File: src/rtl/mfp_pkg.sv
package mfp_pkg;

  localparam int TIME_BITS_DEF   = 32;
  localparam int LENGTH_BITS_DEF = 16;

  localparam int CFG_W     = 16;
  localparam int CFG_IDX_W = 2;

  localparam logic [CFG_W-1:0] LEAD_LIMIT_RST      = 16'd10;
  localparam logic [CFG_W-1:0] MESSAGE_PENALTY_RST = 16'd2;
  localparam logic [CFG_W-1:0] BYTES_PER_TICK_RST  = 16'd120;
  localparam logic [CFG_W-1:0] MAX_LINE_RST        = 16'd510;

  typedef enum logic [CFG_IDX_W-1:0] {
    CFG_LEAD_LIMIT      = 2'd0,
    CFG_MESSAGE_PENALTY = 2'd1,
    CFG_BYTES_PER_TICK  = 2'd2,
    CFG_MAX_LINE_LENGTH = 2'd3
  } cfg_idx_t;

  typedef enum logic [1:0] {
    ACT_SENT      = 2'd0,
    ACT_DROPPED   = 2'd1,
    ACT_RESTARTED = 2'd2
  } action_t;

  // controller -> datapath, at most one step bit active per cycle
  typedef struct packed {
    logic capture;
    logic sum;
    logic cmp;
    logic send;
    logic check;
    logic div_init;
    logic div_step;
    logic add_pen;
    logic add_quo;
    logic res_wr;
  } cmd_t;

  // datapath -> controller
  typedef struct packed {
    logic restart;
    logic drop;
    logic rate_zero;
    logic out_free;
  } sts_t;

endpackage

File: src/rtl/message_flood_pacer_top.sv
// Flood pacer: each message request (in_tuser = 0) is checked against an
// internal flood timer and answered with one result: sent with its release
// tick and possibly truncated length, or dropped when its deadline lies before
// the release tick; a restart request (in_tuser = 1) sets the timer to the
// given time. The byte penalty of a sent message is worked out by a
// bit-serial divider; a dropped message, a restart, and a message with a
// zero byte rate skip the divider. One request is worked on at a time; the
// next is taken as soon as the previous result is registered, even while
// that result still waits on out_tready.
// Configuration registers (cfg_index): 0 lead limit, 1 message penalty,
// 2 bytes per tick, 3 maximum line length; write them only while idle.
module message_flood_pacer_top import mfp_pkg::*; #(
  parameter int TIME_BITS   = TIME_BITS_DEF,
  parameter int LENGTH_BITS = LENGTH_BITS_DEF,
  localparam int IN_W  = ((2 * TIME_BITS + LENGTH_BITS + 7) / 8) * 8,
  localparam int OUT_W = ((TIME_BITS + LENGTH_BITS + 1 + 7) / 8) * 8
) (
  input  logic                 clk,
  input  logic                 rst_n,
  input  logic                 cfg_wr_en,
  input  logic [CFG_IDX_W-1:0] cfg_index,
  input  logic [CFG_W-1:0]     cfg_data,
  input  logic                 in_tvalid,
  output logic                 in_tready,
  input  logic [IN_W-1:0]      in_tdata,   // now_time, line_length, deadline
  input  logic                 in_tuser,   // req_type
  output logic                 out_tvalid,
  input  logic                 out_tready,
  output logic [OUT_W-1:0]     out_tdata,  // send_time, sent_length, was_truncated
  output logic [1:0]           out_tuser   // action
);

  localparam int TB = TIME_BITS;
  localparam int LB = LENGTH_BITS;

  cmd_t          cmd;
  sts_t          sts;
  logic [TB-1:0] send_time;
  logic [LB-1:0] sent_length;
  logic          was_truncated;

  mfp_ctrl #(
    .LENGTH_BITS (LB)
  ) u_ctrl (
    .clk      (clk),
    .rst_n    (rst_n),
    .in_valid (in_tvalid),
    .in_ready (in_tready),
    .sts      (sts),
    .cmd      (cmd)
  );

  mfp_dp #(
    .TIME_BITS   (TB),
    .LENGTH_BITS (LB)
  ) u_dp (
    .clk               (clk),
    .rst_n             (rst_n),
    .cfg_wr_en         (cfg_wr_en),
    .cfg_index         (cfg_index),
    .cfg_data          (cfg_data),
    .in_req_type       (in_tuser),
    .in_now_time       (in_tdata[TB-1:0]),
    .in_line_length    (in_tdata[TB+LB-1:TB]),
    .in_deadline       (in_tdata[2*TB+LB-1:TB+LB]),
    .cmd               (cmd),
    .sts               (sts),
    .out_ready         (out_tready),
    .out_valid         (out_tvalid),
    .out_action        (out_tuser),
    .out_send_time     (send_time),
    .out_sent_length   (sent_length),
    .out_was_truncated (was_truncated)
  );

  assign out_tdata = OUT_W'({was_truncated, sent_length, send_time});

endmodule

File: src/rtl/mfp_ctrl.sv
module mfp_ctrl import mfp_pkg::*; #(
  parameter int LENGTH_BITS = LENGTH_BITS_DEF
) (
  input  logic clk,
  input  logic rst_n,
  input  logic in_valid,
  output logic in_ready,
  input  sts_t sts,
  output cmd_t cmd
);

  localparam int CNT_W = $clog2(LENGTH_BITS + 1);

  typedef enum logic [9:0] {
    S_IDLE  = 10'b00_0000_0001,
    S_SUM   = 10'b00_0000_0010,
    S_CMP   = 10'b00_0000_0100,
    S_SEND  = 10'b00_0000_1000,
    S_CHK   = 10'b00_0001_0000,
    S_DINIT = 10'b00_0010_0000,
    S_DIV   = 10'b00_0100_0000,
    S_PEN   = 10'b00_1000_0000,
    S_QUO   = 10'b01_0000_0000,
    S_DONE  = 10'b10_0000_0000
  } state_t;

  state_t           state_r, state_nxt;
  logic [CNT_W-1:0] cnt_r, cnt_nxt;

  always_comb begin
    state_nxt = state_r;
    cnt_nxt   = cnt_r;
    cmd       = '0;
    unique case (state_r)
      S_IDLE: begin
        cmd.capture = in_valid;
        if (in_valid) state_nxt = S_SUM;
      end
      S_SUM: begin
        cmd.sum   = 1'b1;
        state_nxt = sts.restart ? S_DONE : S_CMP;
      end
      S_CMP: begin
        cmd.cmp   = 1'b1;
        state_nxt = S_SEND;
      end
      S_SEND: begin
        cmd.send  = 1'b1;
        state_nxt = S_CHK;
      end
      S_CHK: begin
        cmd.check = 1'b1;
        state_nxt = S_DINIT;
      end
      S_DINIT: begin
        cmd.div_init = 1'b1;
        cnt_nxt      = CNT_W'(LENGTH_BITS);
        priority if (sts.drop)      state_nxt = S_DONE;
        else if (sts.rate_zero)     state_nxt = S_PEN;
        else                        state_nxt = S_DIV;
      end
      S_DIV: begin
        cmd.div_step = 1'b1;
        cnt_nxt      = cnt_r - 1'b1;
        if (cnt_r == CNT_W'(1)) state_nxt = S_PEN;
      end
      S_PEN: begin
        cmd.add_pen = 1'b1;
        state_nxt   = S_QUO;
      end
      S_QUO: begin
        cmd.add_quo = 1'b1;
        state_nxt   = S_DONE;
      end
      S_DONE: begin
        // wait here only while the previous result is still unclaimed
        cmd.res_wr = sts.out_free;
        if (sts.out_free) state_nxt = S_IDLE;
      end
      default: state_nxt = S_IDLE;
    endcase
  end

  assign in_ready = (state_r == S_IDLE);

  always_ff @(posedge clk) begin
    if (!rst_n) begin
      state_r <= S_IDLE;
      cnt_r   <= '0;
    end else begin
      state_r <= state_nxt;
      cnt_r   <= cnt_nxt;
    end
  end

  a_accept_starts: assert property (@(posedge clk) disable iff (!rst_n)
    (state_r == S_IDLE && in_valid) |=> (state_r == S_SUM))
    else $error("accepted request did not start evaluation");

  a_div_rate: assert property (@(posedge clk) disable iff (!rst_n)
    (state_r == S_DIV) |-> !sts.rate_zero)
    else $error("divider running with zero byte rate");

  a_div_count: assert property (@(posedge clk) disable iff (!rst_n)
    (state_r == S_DIV) |-> (cnt_r != '0))
    else $error("divider step count ran out");

endmodule

File: src/rtl/mfp_dp.sv
module mfp_dp import mfp_pkg::*; #(
  parameter int TIME_BITS   = TIME_BITS_DEF,
  parameter int LENGTH_BITS = LENGTH_BITS_DEF
) (
  input  logic                   clk,
  input  logic                   rst_n,
  input  logic                   cfg_wr_en,
  input  logic [CFG_IDX_W-1:0]   cfg_index,
  input  logic [CFG_W-1:0]       cfg_data,
  input  logic                   in_req_type,
  input  logic [TIME_BITS-1:0]   in_now_time,
  input  logic [LENGTH_BITS-1:0] in_line_length,
  input  logic [TIME_BITS-1:0]   in_deadline,
  input  cmd_t                   cmd,
  output sts_t                   sts,
  input  logic                   out_ready,
  output logic                   out_valid,
  output logic [1:0]             out_action,
  output logic [TIME_BITS-1:0]   out_send_time,
  output logic [LENGTH_BITS-1:0] out_sent_length,
  output logic                   out_was_truncated
);

  localparam int TB = TIME_BITS;
  localparam int LB = LENGTH_BITS;
  localparam int SW = ((TB > LB) ? TB : LB) + 1;
  localparam int CW = ((LB > CFG_W) ? LB : CFG_W);
  localparam logic [TB-1:0] TOP = {TB{1'b1}};

  logic [CFG_W-1:0] lead_r, pen_r, bpt_r, maxlen_r;

  logic          restart_r;
  logic [TB-1:0] now_r, dl_r, flood_r;
  logic [LB-1:0] len_r;
  logic [TB:0]   nl_r, fp_r;
  logic          hold_r;
  logic [TB-1:0] exc_r, send_r, base_r, t_r;
  logic          drop_r, cut_r;
  logic [LB-1:0] len_cut_r, quo_r;
  logic [CFG_W-1:0] rem_r;

  logic             res_valid_r;
  logic [1:0]       res_act_r;
  logic [TB-1:0]    res_send_r;
  logic [LB-1:0]    res_len_r;
  logic             res_cut_r;

  // hold / send computation
  logic [TB-1:0] amt;
  logic [TB:0]   send_sum;
  always_comb begin
    amt      = (exc_r > TB'(pen_r)) ? exc_r : TB'(pen_r);
    send_sum = {1'b0, now_r} + {1'b0, amt};
  end

  // restoring divider step
  logic [CFG_W:0] rem_sh, rem_diff;
  logic           rem_ge;
  always_comb begin
    rem_sh   = {rem_r, quo_r[LB-1]};
    rem_diff = rem_sh - {1'b0, bpt_r};
    rem_ge   = (rem_sh >= {1'b0, bpt_r});
  end

  // saturating timer adds
  logic [SW-1:0] pen_sum, quo_sum;
  logic [LB-1:0] quo_eff;
  always_comb begin
    quo_eff = (bpt_r == '0) ? '0 : quo_r;
    pen_sum = SW'(base_r) + SW'(pen_r);
    quo_sum = SW'(t_r) + SW'(quo_eff);
  end

  always_ff @(posedge clk) begin
    if (!rst_n) begin
      lead_r   <= LEAD_LIMIT_RST;
      pen_r    <= MESSAGE_PENALTY_RST;
      bpt_r    <= BYTES_PER_TICK_RST;
      maxlen_r <= MAX_LINE_RST;
    end else if (cfg_wr_en) begin
      unique case (cfg_idx_t'(cfg_index))
        CFG_LEAD_LIMIT:      lead_r   <= cfg_data;
        CFG_MESSAGE_PENALTY: pen_r    <= cfg_data;
        CFG_BYTES_PER_TICK:  bpt_r    <= cfg_data;
        CFG_MAX_LINE_LENGTH: maxlen_r <= cfg_data;
        default: ;
      endcase
    end
  end

  always_ff @(posedge clk) begin
    if (cmd.capture) begin
      restart_r <= in_req_type;
      now_r     <= in_now_time;
      len_r     <= in_line_length;
      dl_r      <= in_deadline;
    end
    if (cmd.sum) begin
      nl_r <= {1'b0, now_r} + (TB+1)'(lead_r);
      fp_r <= {1'b0, flood_r} + (TB+1)'(pen_r);
    end
    if (cmd.cmp) begin
      hold_r <= (fp_r > nl_r);
      // flood_r - nl_r fits TB bits whenever it is positive
      exc_r  <= ({1'b0, flood_r} > nl_r) ? TB'({1'b0, flood_r} - nl_r) : '0;
    end
    if (cmd.send) begin
      if (!hold_r)          send_r <= now_r;
      else if (send_sum[TB]) send_r <= TOP;
      else                  send_r <= send_sum[TB-1:0];
    end
    if (cmd.check) begin
      drop_r <= (dl_r < send_r);
      base_r <= (flood_r > send_r) ? flood_r : send_r;
      if (CW'(len_r) > CW'(maxlen_r)) begin
        cut_r     <= 1'b1;
        len_cut_r <= (maxlen_r == '0) ? '0 : LB'(CW'(maxlen_r) - CW'(1));
      end else begin
        cut_r     <= 1'b0;
        len_cut_r <= len_r;
      end
    end
    if (cmd.div_init) begin
      quo_r <= len_cut_r;
      rem_r <= '0;
    end
    if (cmd.div_step) begin
      quo_r <= {quo_r[LB-2:0], rem_ge};
      rem_r <= rem_ge ? rem_diff[CFG_W-1:0] : rem_sh[CFG_W-1:0];
    end
    if (cmd.add_pen) begin
      t_r <= (pen_sum[SW-1:TB] != '0) ? TOP : pen_sum[TB-1:0];
    end
    if (cmd.add_quo) begin
      t_r <= (quo_sum[SW-1:TB] != '0) ? TOP : quo_sum[TB-1:0];
    end
  end

  // flood timer and result register
  always_ff @(posedge clk) begin
    if (!rst_n) begin
      flood_r     <= '0;
      res_valid_r <= 1'b0;
    end else begin
      if (cmd.res_wr) begin
        res_valid_r <= 1'b1;
        if (restart_r)    flood_r <= now_r;
        else if (!drop_r) flood_r <= t_r;
      end else if (out_ready) begin
        res_valid_r <= 1'b0;
      end
    end
  end

  always_ff @(posedge clk) begin
    if (cmd.res_wr) begin
      priority if (restart_r) begin
        res_act_r  <= ACT_RESTARTED;
        res_send_r <= now_r;
        res_len_r  <= '0;
        res_cut_r  <= 1'b0;
      end else if (drop_r) begin
        res_act_r  <= ACT_DROPPED;
        res_send_r <= send_r;
        res_len_r  <= '0;
        res_cut_r  <= 1'b0;
      end else begin
        res_act_r  <= ACT_SENT;
        res_send_r <= send_r;
        res_len_r  <= len_cut_r;
        res_cut_r  <= cut_r;
      end
    end
  end

  assign sts.restart   = restart_r;
  assign sts.drop      = drop_r;
  assign sts.rate_zero = (bpt_r == '0);
  assign sts.out_free  = !res_valid_r || out_ready;

  assign out_valid         = res_valid_r;
  assign out_action        = res_act_r;
  assign out_send_time     = res_send_r;
  assign out_sent_length   = res_len_r;
  assign out_was_truncated = res_cut_r;

  a_flood_hold: assert property (@(posedge clk) disable iff (!rst_n)
    ($past(rst_n) && !$past(cmd.res_wr)) |-> $stable(flood_r))
    else $error("flood timer changed outside result write");

  a_send_not_early: assert property (@(posedge clk) disable iff (!rst_n)
    (cmd.res_wr && !restart_r) |-> (send_r >= now_r))
    else $error("send time earlier than arrival time");

endmodule
File: config.mk
export PLATFORM = sky130hd
export DESIGN_NAME = message_flood_pacer_top
export DESIGN_NICKNAME = d
export VERILOG_FILES = /design/src/rtl/mfp_pkg.sv /design/src/rtl/message_flood_pacer_top.sv /design/src/rtl/mfp_ctrl.sv /design/src/rtl/mfp_dp.sv
export SDC_FILE = /design/constraint.sdc
export NUM_CORES = 1
export LEC_CHECK = 0
export BUFFER_PORTS_ARGS = -buffer_cell sky130_fd_sc_hd__buf_2
export CORE_UTILIZATION = 61
export CTS_CLUSTER_DIAMETER = 120
export DETAILED_ROUTE_END_ITERATION = 8
export PLACE_DENSITY = 0.8
export REMOVE_ABC_BUFFERS = 1
export SETUP_SLACK_MARGIN = 0.1
export SKIP_CTS_REPAIR_TIMING = 1
export SLEW_MARGIN = 20
export SYNTH_ARGS = -nofsm -noshare
export SYNTH_HDL_FRONTEND = slang
export SYNTH_SLANG_ARGS = --single-unit
File: constraint.sdc
create_clock -name clk -period 16.9 [get_ports clk]
set_input_delay 0 -clock clk [delete_from_list [all_inputs] [get_ports clk]]
set_output_delay 0 -clock clk [all_outputs]
set_load 0.02 [all_outputs]
==> flow_summary.toml <==
[outcome]
status = "finished, violations left"
failed_checks = "hold timing"

[die]
io_pins = 164
core-area_um2 = 47900
die_w_um = 223
die_h_um = 223
dieArea_um2 = 49800
num_rows = 80
initial_core_util = 0.622

[timing]
finalCritPeriodShare = 0.322
whs_ps = -6.10
tightest_slew_ps = 1090
finalMaxSlewViolations = 0
tns_ps = 0
fin_skew_ps = 27.1
maxSlewHeadroom = 0.270
grt_setup_unrepaired = "false"
max_freq_mhz = 184
setup_viol = 0
hold_viol = 7
finalCriticalPeriod_ps = 5440

[layout]
reg.largest.list = "u_dp.fp_r (33), u_dp.nl_r (33)"
drive_gt1_frac = 0.114
syn_to_final_growth_pct = 13.6
fillerInstances = 3451
final_cells = 3803
nets = 3529

[logic_synthesis]
synth_cell_type_count = 95
synth_commonest_cells = "edfxtp_1 (377), nand2_1 (310), ha_1 (275)"
synth_most_common_cell = "edfxtp_1"
yosys.area.top_type_share = 0.380
yosysSeqAreaShare = 0.455
synth_edf_count = 377
avgSynthCellArea_um2 = 10.2
synth_area_leader_cell = "edfxtp_1"
synthCells = 2918
yosys_warnings = 0
synth_area_um2 = 29800
ys_ff_latch = 489
synthFlopType = "edfxtp_1"
synth_area_leaders = "edfxtp_1 (38%), ha_1 (12%), dfxtp_1 (7.5%), nand2_1 (3.9%), xnor2_1 (3.3%)"
async_flop_share = 0

[placed_design]
portBuffers = 156
dp_hpwl_mm = 63.5
globalplace.congestion = 0.986
place_inst = 3603

[worst_setup_path]
arrival_ps = 5930
cp_max_fo = 31
reg2reg_setup_slack_ps = 11460
ff2ff_path_depth = 24
reg2reg_to = "u_dp.send_r[5]$_DFFE_PP_"
critPathLaunch = "u_dp.pen_r[1]$_SDFFE_PN1P_"
worstSetupPathType = "reg -> reg"
startpoint_type = "flip-flop"
worstReg2RegStart = "u_dp.pen_r[1]$_SDFFE_PN1P_"
worstPathRequired_ps = 17380
crit_path_end_kind = "flip-flop"

[cts]
cts-htree-levels = 2
clockBufferDepth = 3
root_buffer = "clkbuf_16"
clkSinkCount = 489
cts_tree = "done"
clk_latency_ps = 610
clk_pin_slew_worst_paths_ps = 70
numCtsBuffers = 52

[detailed_routing]
viasPerCell = 6.35
finalWirelength_mm = 88.1
drt-initial-drc-count = 2406
drt-pass1-iter-count = 6
vias = 24200
ant_nets = 0
wl_per_cell_um = 23.2
drc = 0

[global_routing]
grt_pass1_vias = 23000
grt_max_degree = 101
grt_pass1_wl_mm = 129
gr-usage-all-layers = 0.341
grt_overflow = 0
antenna_found_initial = 2

[run]
maxCapViolCount = 0

[hold_path]
hold_class = "in -> reg"
holdPathEnd = "u_dp.bpt_r[0]$_SDFFE_PN0P_"
holdPathStages = 4
hp-start = "cfg_index[0]"

[power_and_ir_drop]
p_leak_uw = 0.0137
power.density_nw_per_um2 = 107
irDropWorstVdd_v = 0.0000940
logic make-up after synthesis:
kind of cell             count (synthesis)  synth area share
flip-flops                             489             0.455
XOR/XNOR                               178            0.0523
multiplexers                            68            0.0248
adder cells (fa/ha/maj)                282             0.120
AO/OA/AOI/OAI                          739             0.168
AND/OR/NAND/NOR                        865             0.140
buffers and inverters                  296            0.0407
other                                    1          0.000126
critical path, stage by stage (launching register included):
cell,delay (ps)
dfxtp_1,410
inv_1,160
ha_1,310
nor2b_1,130
o21ai_0,130
nand2b_1,80
a21oi_1,160
o21ai_0,140
a21oi_1,170
a21oi_1,50
nor2_1,90
buf_4,260
mux2_2,200
ha_1,170
inv_1,60
fa_1,410
nor2b_1,180
o31a_1,260
o21ai_2,140
a211oi_2,370
nor4_2,120
nor2_2,170
a31oi_4,130
o21ai_4,700
o22a_1,270
final cells by class:
cell class	instances	area, um^2	area share
antenna	1	2.50	0.0000739
clock buffer	70	1450	0.0428
clock inverter	28	330	0.00975
inverter	185	694	0.0205
multi-input combinational	2139	15100	0.446
sequential	489	13600	0.400
tap	615	769	0.0227
timing repair buffer	276	1950	0.0574
layer usage:
| metal | global-route usage | wire length (um) |
|---|---|---|
| met3 | 0.0408 | 6530 |
| met2 | 0.563 | 41500 |
| met4 | 0.196 | 5620 |
| met1 | 0.435 | 34400 |
| met5 | 0 | 12 |
cell usage in the layout, fill, tap and decap left out, types with 8 or more instances in the layout:
cell type,n
nand2_1,310
nand2b_1,56
ha_1,275
o21a_1,22
a211oi_2,8
nand3_1,31
o211ai_1,27
nor4_1,15
a21o_1,100
a211oi_1,16
xor2_1,64
o22a_1,31
xnor2_1,114
mux2_2,47
a21oi_1,188
a31oi_1,22
o21ai_0,143
and2_1,42
o21ai_1,13
clkbuf_1,11
a22oi_1,31
nor3_1,32
a311oi_1,32
buf_4,17
o21bai_1,14
edfxtp_1,377
nor2_1,189
buf_2,156
and3_1,49
clkbuf_16,53
nand4_1,57
dlygate4sd3_1,101
mux2i_1,21
dfxtp_1,112
nor2b_1,35
inv_1,183
power breakdown:
group	leakage, uW	switching [uW]	total, uW	internal (uW)
clock	0.000855	495	1200	709
combinational	0.00859	519	848	330
sequential	0.00429	111	1560	1440
total	0.0137	1120	3610	2480
worst max-delay path by stage:
stage                     slack, ps                        endpoint
after detailed placement      11560        u_dp.send_r[6]$_DFFE_PP_
after global placement        11700        u_dp.send_r[3]$_DFFE_PP_
after CTS                     11530       u_dp.send_r[17]$_DFFE_PP_
after global routing          11000       u_dp.send_r[11]$_DFFE_PP_
after floorplan               10300  u_ctrl.state_r[9]$_SDFFE_PN0P_
final                         11460        u_dp.send_r[5]$_DFFE_PP_
stage by stage:
step                       util  worst slack, ps  total power (uW)  hold WS, ps  area, um^2
after floorplan               -            10300              2110         71.8       29300
after global placement    0.648            11700              2350          176       31100
after detailed placement  0.648            11560              2380          178       31100
after CTS                 0.685            11530              3570         -469       32900
after global routing      0.706            11000              3740         16.6       33900
final                     0.706            11460              3610        -6.10       33900
No activity file was read; power rests on OpenSTA's default activity.
